===== src/hw/rtl/rtlb_pkg.sv =====
package rtlb_pkg;

  // default table depth
  localparam int TABLE_SLOTS_DEF = 16;

  // field widths
  localparam int ID_W     = 32;
  localparam int SRC_W    = 16;
  localparam int TIME_W   = 32;
  localparam int BASE_W   = 20;
  localparam int ATT_W    = 4;
  localparam int KIND_W   = 4;
  localparam int MODE_W   = 2;
  localparam int CFG_IDX_W = 8;
  localparam int CFG_DAT_W = 20;
  localparam int PROD_W   = BASE_W + ATT_W;

  // register reset values
  localparam logic [BASE_W-1:0] BASE_DELAY_RST    = BASE_W'(5000);
  localparam logic [ATT_W-1:0]  ATTEMPT_LIMIT_RST = ATT_W'(3);

  // register indexes
  localparam logic [CFG_IDX_W-1:0] REG_BASE_DELAY    = CFG_IDX_W'(0);
  localparam logic [CFG_IDX_W-1:0] REG_ATTEMPT_LIMIT = CFG_IDX_W'(1);

  // request modes; the fourth code is ignored
  localparam logic [MODE_W-1:0] MODE_TRACK = 2'd0;
  localparam logic [MODE_W-1:0] MODE_SCAN  = 2'd1;
  localparam logic [MODE_W-1:0] MODE_ACK   = 2'd2;

  typedef enum logic [KIND_W-1:0] {
    K_RETRANSMIT = 4'd0,
    K_FAILED     = 4'd1,
    K_RELEASED   = 4'd2,
    K_TRACKED    = 4'd3,
    K_FILTERED   = 4'd4,
    K_FULL       = 4'd5,
    K_ACK_MATCH  = 4'd6,
    K_ACK_MISS   = 4'd7,
    K_SCAN_DONE  = 4'd8
  } kind_t;

  typedef enum logic [1:0] {
    ST_IDLE,
    ST_EVAL,
    ST_DONE
  } state_t;

  // one table entry as held in memory
  typedef struct packed {
    logic [ID_W-1:0]   id;
    logic [SRC_W-1:0]  source;
    logic [ATT_W-1:0]  attempts;
    logic [TIME_W-1:0] due;
  } entry_t;

  // update of one slot: entry write and flag changes
  typedef struct packed {
    logic wr_en;
    logic set_active;
    logic clr_active;
    logic set_acked;
    logic clr_acked;
  } slot_op_t;

endpackage


===== src/hw/rtl/rtlb_table.sv =====
module rtlb_table
  import rtlb_pkg::*;
#(
  parameter int TABLE_SLOTS = TABLE_SLOTS_DEF,
  localparam int SW = (TABLE_SLOTS > 1) ? $clog2(TABLE_SLOTS) : 1
) (
  input  logic                   clk,
  input  logic                   rst,
  input  logic [SW-1:0]          rd_addr,
  output entry_t                 rd_data,
  input  logic [SW-1:0]          op_addr,
  input  slot_op_t               op,
  input  entry_t                 wr_data,
  output logic [TABLE_SLOTS-1:0] active,
  output logic [TABLE_SLOTS-1:0] acked
);

  entry_t mem [TABLE_SLOTS];

  // entry memory, one write and one registered read per cycle
  always_ff @(posedge clk) begin
    if (op.wr_en) begin
      mem[op_addr] <= wr_data;
    end
    rd_data <= mem[rd_addr];
  end

  // per-slot flags, cleared by reset
  always_ff @(posedge clk) begin
    if (rst) begin
      active <= '0;
      acked  <= '0;
    end else begin
      if (op.set_active) active[op_addr] <= 1'b1;
      if (op.clr_active) active[op_addr] <= 1'b0;
      if (op.set_acked)  acked[op_addr]  <= 1'b1;
      if (op.clr_acked)  acked[op_addr]  <= 1'b0;
    end
  end

endmodule


===== src/hw/rtl/retry_table_linear_backoff_core.sv =====
// Retransmission timer table with linear backoff. Requests arrive one at a
// time: track, scan or acknowledgement, and the block takes no new request
// until the current one is finished; each mode but the unused one ends by
// handing its last result to the output register. Each request walks the
// table one slot per cycle through the single read port of the entry
// memory, unless the output side stalls a result: a track or
// acknowledgement visits slots up to the first hit (at most TABLE_SLOTS),
// and a scan visits every slot and ends with one scan-done result. A
// filtered track gives its result without walking, an unused mode gives
// none. Slot flags reset at once; entry contents are written in the same
// cycle a slot becomes active, so no clearing pass.
module retry_table_linear_backoff_core
  import rtlb_pkg::*;
#(
  parameter int TABLE_SLOTS = TABLE_SLOTS_DEF
) (
  input  logic                  clk,
  input  logic                  rst,
  // configuration writes
  input  logic                  cfg_valid,
  output logic                  cfg_ready,
  input  logic [CFG_IDX_W-1:0]  cfg_index,
  input  logic [CFG_DAT_W-1:0]  cfg_data,
  // request channel
  input  logic                  in_valid,
  output logic                  in_stall,
  input  logic [MODE_W-1:0]     mode,
  input  logic [ID_W-1:0]       msg_id,
  input  logic [SRC_W-1:0]      source_node,
  input  logic                  priority_high,
  input  logic                  dest_broadcast,
  input  logic [TIME_W-1:0]     now_ticks,
  // result channel
  output logic                  out_valid,
  input  logic                  out_stall,
  output logic [KIND_W-1:0]     result_kind,
  output logic [ID_W-1:0]       out_msg_id,
  output logic [SRC_W-1:0]      out_source_node,
  output logic [ATT_W-1:0]      attempt_number,
  output logic                  last_result
);

  localparam int SW = (TABLE_SLOTS > 1) ? $clog2(TABLE_SLOTS) : 1;
  localparam logic [SW-1:0] LAST_IDX = SW'(TABLE_SLOTS - 1);

  state_t state, state_next;

  logic [BASE_W-1:0] base_delay;
  logic [ATT_W-1:0]  attempt_limit;

  // latched request
  logic [MODE_W-1:0] cur_mode;
  logic [ID_W-1:0]   cur_id;
  logic [SRC_W-1:0]  cur_src;
  logic              cur_prio;
  logic              cur_bcast;
  logic [TIME_W-1:0] cur_now;

  logic [SW-1:0]          idx;
  logic [SW-1:0]          rd_addr;
  entry_t                 rd_data;
  entry_t                 wr_data;
  slot_op_t               op;
  logic [TABLE_SLOTS-1:0] active;
  logic [TABLE_SLOTS-1:0] acked;

  logic              in_acc;
  logic              emit_ok;
  logic              emit;
  kind_t             emit_kind;
  logic [ID_W-1:0]   emit_id;
  logic [SRC_W-1:0]  emit_src;
  logic [ATT_W-1:0]  emit_att;
  logic              emit_last;
  logic              adv;
  logic              fin;
  logic              last_slot;
  logic              key_hit;
  logic              is_due;
  logic [ATT_W-1:0]  att_inc;
  logic [PROD_W-1:0] delay;

  assign cfg_ready = 1'b1;
  assign in_stall  = (state != ST_IDLE);
  assign in_acc    = in_valid && !in_stall;
  assign emit_ok   = !out_valid || !out_stall;
  assign last_slot = (idx == LAST_IDX);

  // configuration registers
  always_ff @(posedge clk) begin
    if (rst) begin
      base_delay    <= BASE_DELAY_RST;
      attempt_limit <= ATTEMPT_LIMIT_RST;
    end else if (cfg_valid && cfg_ready) begin
      if (cfg_index == REG_BASE_DELAY) begin
        base_delay <= cfg_data;
      end else if (cfg_index == REG_ATTEMPT_LIMIT) begin
        attempt_limit <= cfg_data[ATT_W-1:0];
      end
    end
  end

  // capture request
  always_ff @(posedge clk) begin
    if (in_acc) begin
      cur_mode  <= mode;
      cur_id    <= msg_id;
      cur_src   <= source_node;
      cur_prio  <= priority_high;
      cur_bcast <= dest_broadcast;
      cur_now   <= now_ticks;
    end
  end

  // slot decode
  assign key_hit = active[idx] && (rd_data.id == cur_id) && (rd_data.source == cur_src);
  assign is_due  = active[idx] && (cur_now >= rd_data.due);
  assign att_inc = rd_data.attempts + ATT_W'(1);
  assign delay   = PROD_W'(base_delay) * PROD_W'(att_inc);

  // per-cycle actions
  always_comb begin
    emit      = 1'b0;
    emit_kind = K_RETRANSMIT;
    emit_id   = cur_id;
    emit_src  = cur_src;
    emit_att  = '0;
    emit_last = 1'b0;
    adv       = 1'b0;
    fin       = 1'b0;
    op        = '0;
    wr_data   = rd_data;
    unique case (state)
      ST_IDLE: begin
      end
      ST_EVAL: begin
        case (cur_mode)
          MODE_TRACK: begin
            wr_data.id       = cur_id;
            wr_data.source   = cur_src;
            wr_data.attempts = ATT_W'(1);
            wr_data.due      = cur_now + TIME_W'(base_delay);
            if (!cur_prio || cur_bcast) begin
              emit      = 1'b1;
              emit_kind = K_FILTERED;
              emit_last = 1'b1;
              fin       = emit_ok;
            end else if (!active[idx]) begin
              emit          = 1'b1;
              emit_kind     = K_TRACKED;
              emit_att      = ATT_W'(1);
              emit_last     = 1'b1;
              fin           = emit_ok;
              op.wr_en      = emit_ok;
              op.set_active = emit_ok;
              op.clr_acked  = emit_ok;
            end else if (last_slot) begin
              emit      = 1'b1;
              emit_kind = K_FULL;
              emit_last = 1'b1;
              fin       = emit_ok;
            end else begin
              adv = 1'b1;
            end
          end
          MODE_ACK: begin
            if (key_hit) begin
              emit         = 1'b1;
              emit_kind    = K_ACK_MATCH;
              emit_att     = rd_data.attempts;
              emit_last    = 1'b1;
              fin          = emit_ok;
              op.set_acked = emit_ok;
            end else if (last_slot) begin
              emit      = 1'b1;
              emit_kind = K_ACK_MISS;
              emit_last = 1'b1;
              fin       = emit_ok;
            end else begin
              adv = 1'b1;
            end
          end
          MODE_SCAN: begin
            emit_id  = rd_data.id;
            emit_src = rd_data.source;
            emit_att = rd_data.attempts;
            wr_data.attempts = att_inc;
            wr_data.due      = cur_now + TIME_W'(delay);
            if (is_due) begin
              emit = 1'b1;
              adv  = emit_ok;
              if (acked[idx]) begin
                emit_kind     = K_RELEASED;
                op.clr_active = emit_ok;
                op.clr_acked  = emit_ok;
              end else if (rd_data.attempts >= attempt_limit) begin
                emit_kind     = K_FAILED;
                op.clr_active = emit_ok;
              end else begin
                emit_kind = K_RETRANSMIT;
                emit_att  = att_inc;
                op.wr_en  = emit_ok;
              end
            end else begin
              adv = 1'b1;
            end
          end
          default: begin
            fin = 1'b1;
          end
        endcase
      end
      ST_DONE: begin
        emit      = 1'b1;
        emit_kind = K_SCAN_DONE;
        emit_id   = '0;
        emit_src  = '0;
        emit_last = 1'b1;
        fin       = emit_ok;
      end
      default: begin
      end
    endcase
  end

  // next state
  always_comb begin
    state_next = state;
    unique case (state)
      ST_IDLE: if (in_acc) state_next = ST_EVAL;
      ST_EVAL: begin
        if (fin) begin
          state_next = ST_IDLE;
        end else if (adv && last_slot) begin
          state_next = ST_DONE;
        end
      end
      ST_DONE: if (fin) state_next = ST_IDLE;
      default: state_next = ST_IDLE;
    endcase
  end

  always_ff @(posedge clk) begin
    if (rst) begin
      state <= ST_IDLE;
    end else begin
      state <= state_next;
    end
  end

  // slot walk; the read runs one slot ahead of the advance
  always_ff @(posedge clk) begin
    if (rst || in_acc) begin
      idx <= '0;
    end else if (state == ST_EVAL && adv && !last_slot) begin
      idx <= idx + SW'(1);
    end
  end

  always_comb begin
    if (state != ST_EVAL) begin
      rd_addr = '0;
    end else if (adv) begin
      rd_addr = last_slot ? '0 : idx + SW'(1);
    end else begin
      rd_addr = idx;
    end
  end

  rtlb_table #(
    .TABLE_SLOTS(TABLE_SLOTS)
  ) u_table (
    .clk     (clk),
    .rst     (rst),
    .rd_addr (rd_addr),
    .rd_data (rd_data),
    .op_addr (idx),
    .op      (op),
    .wr_data (wr_data),
    .active  (active),
    .acked   (acked)
  );

  // output register
  always_ff @(posedge clk) begin
    if (rst) begin
      out_valid <= 1'b0;
    end else if (emit && emit_ok) begin
      out_valid <= 1'b1;
    end else if (!out_stall) begin
      out_valid <= 1'b0;
    end
  end

  always_ff @(posedge clk) begin
    if (emit && emit_ok) begin
      result_kind     <= emit_kind;
      out_msg_id      <= emit_id;
      out_source_node <= emit_src;
      attempt_number  <= emit_att;
      last_result     <= emit_last;
    end
  end

  // a track only claims a free slot
  a_track_free: assert property (@(posedge clk) disable iff (rst)
    op.set_active |-> !active[idx])
    else $error("track claimed an active slot");

  // an ack only marks a live slot
  a_ack_live: assert property (@(posedge clk) disable iff (rst)
    op.set_acked |-> active[idx])
    else $error("ack marked an inactive slot");

  // leaving a request with a result leaves its final result in the output register
  a_fin_last: assert property (@(posedge clk) disable iff (rst)
    (state != ST_IDLE && fin && emit) |=> (out_valid && last_result))
    else $error("request ended without final result");

  // a scan reaches the done state only after its last slot
  a_done_entry: assert property (@(posedge clk) disable iff (rst)
    (state == ST_EVAL && state_next == ST_DONE) |-> (cur_mode == MODE_SCAN && last_slot))
    else $error("bad entry to scan done");

endmodule

===== config.mk =====
export PLATFORM = sky130hd
export DESIGN_NAME = retry_table_linear_backoff_core
export DESIGN_NICKNAME = d
export VERILOG_FILES = /design/src/hw/rtl/rtlb_pkg.sv /design/src/hw/rtl/rtlb_table.sv /design/src/hw/rtl/retry_table_linear_backoff_core.sv
export SDC_FILE = /design/constraint.sdc
export NUM_CORES = 2
export LEC_CHECK = 0
export BUFFER_PORTS_ARGS = -buffer_cell sky130_fd_sc_hd__buf_2
export CAP_MARGIN = 20
export CORE_UTILIZATION = 60
export CTS_BUF_LIST = sky130_fd_sc_hd__clkbuf_2
export DETAILED_ROUTE_END_ITERATION = 6
export PLACE_DENSITY = 0.81
export SYNTH_ARGS = -nofsm -noshare
export SYNTH_HDL_FRONTEND = slang
export SYNTH_SLANG_ARGS = --single-unit

===== constraint.sdc =====
create_clock -name clk -period 11.5 [get_ports clk]
set_input_delay 0.575 -clock clk [delete_from_list [all_inputs] [get_ports clk]]
set_output_delay 0.575 -clock clk [all_outputs]
set_load 0.01 [all_outputs]

# Word level (Yosys, flattened, before mapping)
# Memory sizes are Yosys's and may differ from the RTL's. A register that Yosys moved wholly into a read port is not among the register bits.
# Cells that the tools add are included.
classes:
  n_reduce_logical: 24
  add_sub_neg: 4
  n_eq_ne: 13
  muxes: 89
  mul: 1
  magnitude_cmp: 4
  n_bitwise: 6
ops:
  columns: ["op", "count"]
  rows:
  - ["two-way mux 16 bit", 7]
  - ["two-way mux 84 bit", 1]
  - ["case mux 36 bit (2 select lines)", 1]
  - ["case mux 32 bit (2 select lines)", 1]
  - ["two-way mux 48 bit", 1]
  - ["two-way mux 1 bit", 39]
  - ["adder 32 x 20 -> 32 bit", 1]
  - ["adder 32 x 24 -> 32 bit", 1]
  - ["bitwise AND 16 bit", 2]
  - ["equality test 32 bit", 1]
  - ["greater-or-equal comparator 32 bit", 1]
  - ["two-way mux 32 bit", 1]
  - ["bitwise OR 16 bit", 2]
  - ["case mux 16 bit (2 select lines)", 1]
  - ["two-way mux 4 bit", 7]
  - ["multiplier 20 x 4 -> 24 bit", 1]
  - ["equality test 16 bit", 1]
  - ["two-way mux 2 bit", 8]
  - ["inverter 16 bit", 1]
  - ["two-way mux 3 bit", 5]
  - ["case mux 1 bit (2 select lines)", 6]
  - ["case mux 4 bit (3 select lines)", 1]
  - ["logical AND 1 bit", 9]
  - ["case mux 1 bit (3 select lines)", 3]
  - ["25 further kinds", 39]
word_totals:
  output_inout_bits: 60
  mem_bits_rw: 1344
  input_bits: 117
  register_bits: 204
  wordCells: 160
  memories: 1
mem_list:
  columns: ["memory", "depth", "word_bits", "rd", "rd_clocked_by_memory_dff", "write_ports", "line_no", "text"]
  rows:
  - ["u_table.mem", 16, 84, 1, 1, 1, "rtlb_table.sv:18", "entry_t mem [TABLE_SLOTS];"]

# Depth between registers and ports, before layout
logic_depth:
  ltp_word: 11
  depth_mapped: 22
  ltp_nobuf: 21

# Hierarchy
# A second synthesis with hierarchy kept.
hier_totals:
  cells_unflattened: 3736
  area_unflattened_um2: 67310.8
by_module_without_submodules:
  columns: ["mod", "instances", "area_per_inst_um2", "cells_each", "seq_area_each_um2"]
  rows:
  - ["rtlb_table", 1, 53308.6, 2275, 42680.9]
  - ["retry_table_linear_backoff_core", 1, 14002.2, 1461, 4854.7]

# Worst setup path before layout
# OpenSTA, ideal clock, no wires.
synth_path:
  kind: "reg-to-reg"
  start: "register idx[0]"
  end: "memory u_table.mem[12][0] (netlist name) (enable)"
  setup_ns: 0.535
  n_path_buf: 2
  path_stages_with_launch: 9
  setup_slack_ns: 4.551
  required_time_ns: 10.965
  arrival_ns: 6.413
  synth_period_minus_slack_ns: 6.949
  path_cell_list: "dfxtp_1 clkbuf_1 mux4_2 mux4_2 nor2b_1 and3_1 o211ai_1 clkbuf_1 nor2b_1"
synth_via:
  elab_chain_cells: 8
synth_lines:
  columns: ["item", "line_no", "text"]
  rows:
  - ["start, declared", "retry_table_linear_backoff_core.sv:59", "logic [SW-1:0] idx;"]
  - ["start signal, assigned", "retry_table_linear_backoff_core.sv:256", "idx <= idx + SW'(1);"]
  - ["binary-select mux 1 bit (select 4 bit) (on tied branches)", "retry_table_linear_backoff_core.sv:192, retry_table_linear_backoff_core.sv:117, retry_table_linear_backoff_core.sv:148", null]
  - ["two-way mux 1 bit (on tied branches)", "retry_table_linear_backoff_core.sv:192, retry_table_linear_backoff_core.sv:117, retry_table_linear_backoff_core.sv:148", null]
  - ["two-way mux 1 bit (tied with other cells)", "retry_table_linear_backoff_core.sv:192", "if (acked[idx]) begin"]
  - ["two-way mux 1 bit or two-way mux 2 bit (tied branches)", "retry_table_linear_backoff_core.sv:189, retry_table_linear_backoff_core.sv:143", null]
  - ["case mux 1 bit (2 select lines)", "retry_table_linear_backoff_core.sv:137", "case (cur_mode)"]
  - ["two-way mux 5 bit", "retry_table_linear_backoff_core.sv:133", "unique case (state)"]
  - ["two-way mux 1 bit", "rtlb_table.sv:22", "if (op.wr_en) begin"]
  - ["two-way mux 1 bit (not written as such)", "rtlb_table.sv:23", "mem[op_addr] <= wr_data;"]
  - ["end, declared", "rtlb_table.sv:18", null]
# Several ways; a longest one is shown, not always the timed one. The select of a mux whose other input is x is not followed.

==> results by group <==
GRT
  • Number of global-route vias before repair: 51.05k
  • First-pass GRT wire length: 303400 um
  • GRT Total Usage: 33.49%
  • Largest net degree at the start of global routing: 209
  • Grt ovf: 0
  • Antenna violations before repair: 7

Synthesis
  • Most frequent cell after synthesis: edfxtp_1
  • Syn Inst Count: 5663
  • Library cells used by synthesis: 77
  • Mapped cell area: 70870 um^2
  • Most instantiated cells after synthesis: edfxtp_1 (1485), nand2_1 (672), nand3_1 (528), nor3_1 (423), nor2_1 (326)
  • Yosys reg bits: 1632
  • Mapped Avg Cell Area: 12.51 um^2
  • Synth Warn #: 0
  • Top-area cell type share of the netlist area: 62.92%
  • Register area share after synthesis: 67.08%
  • Number of synthesized flops with an enable pin: 1485
  • Synth area leader: edfxtp_1
  • Synth area leaders: edfxtp_1 (63%), dfxtp_1 (4.2%), nand3_1 (3.7%)
  • Net Count, Synth: 5937
  • Asr flop ratio synth: 0%
  • Post-synth top flop: edfxtp_1

Critical path
  • WP data arrival: 8.95 ns
  • Worst Reg-to-Reg Cells: 20
  • WS Path Type: reg2reg
  • CP bufs+invs: 2
  • Crit-path leading delay family: compound AO/OA/AOI/OAI gates
  • CP Depth: 20
  • Startpoint Class: flop
  • Critical Path End Type: flop
  • Slowest library cell on the worst path: dfxtp_1
  • CP cell instances: nand3_1 > xor2_2 > nand2b_1 > fa_1 > fa_1 > fa_1 > inv_1 > ha_1 > nor2b_1 > o21a_1 > o21ai_0 > a22oi_1 > o21ai_0 > o221ai_1 > a311o_1 > a31oi_1 > mux2i_1 > xnor2_1 > o21ai_0 > buf_2
  • CP max FO: 25
  • Critical path required time: 12.93 ns
  • Worst stage delay on the critical path: 0.92 ns

Route
  • DRT Wirelength: 202400 um
  • Post-route antenna net violation count: 0
  • # DRC: 0
  • DR iter-0 viols: 7998
  • Routed WL per cell: 25.03 um
  • Drt first pass iters: 7
  • Vias: 52.16k
  • Via density: 6.451

STA
  • Setup_tns: 0 ns
  • Final setup fails: 0
  • Max-slew headroom: 17.70%
  • Fin crit share: 65.39%
  • Fin. max-slew vios: 0
  • Skew final: 0.2107 ns
  • Final Hold Vio Count: 0
  • Fin crit period: 7.519 ns
  • Worst-margin pin slew: 1.232 ns
  • F_max: 0.1330 GHz
  • RSZ-0062 raised after global routing: no

Finish
  • Area used by multi-input combinational logic: 21130 um^2
  • Final instance area: 79560 um^2
  • Fillers: 7864
  • Final core occ: 68.19%
  • Reg area: 47540 um^2
  • Layout cells sized above 1: 16.45%
  • Nets: 6528
  • Area grow syn2layout: 12.26%

Status
  • Outcome: completed

Placed design
  • Post-DP HPWL: 99680 um
  • PortBufs: 175
  • GPL Wtd Cong: 0.9617
  • Placed cell area: 72910 um^2

Floorplan
  • Die W: 345.7 um
  • Rows: 125
  • DIE HEIGHT: 345.7 um
  • Initial Util: 60.74%
  • # IOs: 177
  • Total core area: 116700 um^2
  • Die area: 119500 um^2

Pwr
  • Pleak: 28.71 nW
  • Maximum vdd drop: 0.1183 mV
  • Power Dens Cells: 147.5 nW/um^2

CTS
  • Clock-pin slew on the worst setup and hold paths: 0.15 ns
  • H-tree depth: 5
  • Clk buf depth: 4
  • CTS tree: built
  • CTS sink count: 1632
  • CTS-repair resized insts: 0
  • CTS buffer count: 400
  • Clk root buf: clkbuf_2
  • Clk Latency, worst-skew pair: 1.75 ns

Job
  • MaxCap Viol Count: 0

Hold path
  • Hold Path Class: in2reg
  • Cell count of the worst hold path: 3
[flip-flops by register name, summed over array words and instances (netlist names), 2 cells and up, named ones only]
name,cells
u_table.mem,1344
u_table.rd_data,84
cur_id,32
cur_now,32
out_msg_id,32
base_delay,20
cur_src,16
out_source_node,16
u_table.acked,15
attempt_limit,4
attempt_number,4
idx,4
result_kind,4
cur_mode,2
state,2
[metrics by stage]
step	cells	setup WS (ns)	hold WS [ns]	power [mW]
final	8086	3.981	0.1946	11.73
after detailed placement	7055	3.759	0.4517	8.023
after global placement	7052	3.759	0.4496	7.983
after CTS	8065	3.764	0.0004499	11.69
after global routing	8085	3.523	0.1125	12.14
after floorplan	5663	4.551	0.4354	7.632
[cell usage in the layout (no fill, tap or decap), types with 96 or more instances in the layout]
master	n
nor4_1	200
nand2_1	669
buf_4	96
nor3_1	423
a21oi_1	227
edfxtp_1	1485
buf_2	177
nand3_1	528
ha_1	99
dfxtp_1	147
nor2_1	319
o211ai_1	98
inv_1	164
dlygate4sd3_1	307
clkbuf_2	605
[what timing repair did]
action / CTS / global route
hold buffers: 307 / 0
hold endpoints to repair: 259 / 0
buffers inserted: 0 / 0
[path summary, 6_finish.rpt]
kind	slack (ns)	end	start
max	3.98	u_table.mem[7][25]$_DFFE_PP_	u_table.rd_data[32]$_DFF_P_
min reg2reg	0.50	attempt_limit[0]$_SDFFE_PP1P_	attempt_limit[0]$_SDFFE_PP1P_
max reg2reg	3.98	u_table.mem[7][25]$_DFFE_PP_	u_table.rd_data[32]$_DFF_P_
min	0.19	cur_now[11]$_DFFE_PP_	now_ticks[11]
[where the power goes]
| group | internal, mW | leakage (nW) | switching [mW] |
|---|---|---|---|
| clock | 1.41 | 2.70 | 2.30 |
| sequential | 6.62 | 14.6 | 0.0667 |
| combinational | 0.437 | 11.4 | 0.895 |
| total | 8.47 | 28.7 | 3.26 |
[cells by family (layout without fill, tap and decap cells)]
family,Yosys count,count (layout),synth area share [%]
AO/OA/AOI/OAI,620,620,5.975
XOR/XNOR,91,91,1.125
adder cells (fa/ha/maj),157,157,3.386
buffers and inverters,568,1460,3.459
flip-flops,1632,1632,67.08
multiplexers,89,89,1.504
other,1,8,0.005292
AND/OR/NAND/NOR,2505,2505,17.47
[final cells by class]
| type | instances | share of cell area [%] |
|---|---|---|
| sequential | 1632 | 59.75 |
| multi-input combinational | 3463 | 26.55 |
| timing repair buffer | 592 | 6.178 |
| clock buffer | 605 | 3.806 |
| tap | 1524 | 2.397 |
| inverter | 165 | 0.7879 |
| clock inverter | 98 | 0.5064 |
| antenna | 7 | 0.02202 |
[worst register-to-register path, cell delays in order, from the launching register on]
cell	delay (ns)
dfxtp_1	0.92
nand3_1	0.24
xor2_2	0.85
nand2b_1	0.22
fa_1	0.44
fa_1	0.47
fa_1	0.50
inv_1	0.05
ha_1	0.29
nor2b_1	0.18
o21a_1	0.15
o21ai_0	0.12
a22oi_1	0.39
o21ai_0	0.22
o221ai_1	0.41
a311o_1	0.30
a31oi_1	0.10
mux2i_1	0.64
xnor2_1	0.12
o21ai_0	0.43
buf_2	0.33
[metal layers]
metal	vias to the layer above	track usage, %	part of all wire (%)
met2	4126	51.39	46
met5	-	0	0.030
met1	24900	44.64	36
met3	638	8.100	14
met4	10	17.61	4.6
li1	22480	-	-
Note: power is estimated with default switching activity, not from simulation.
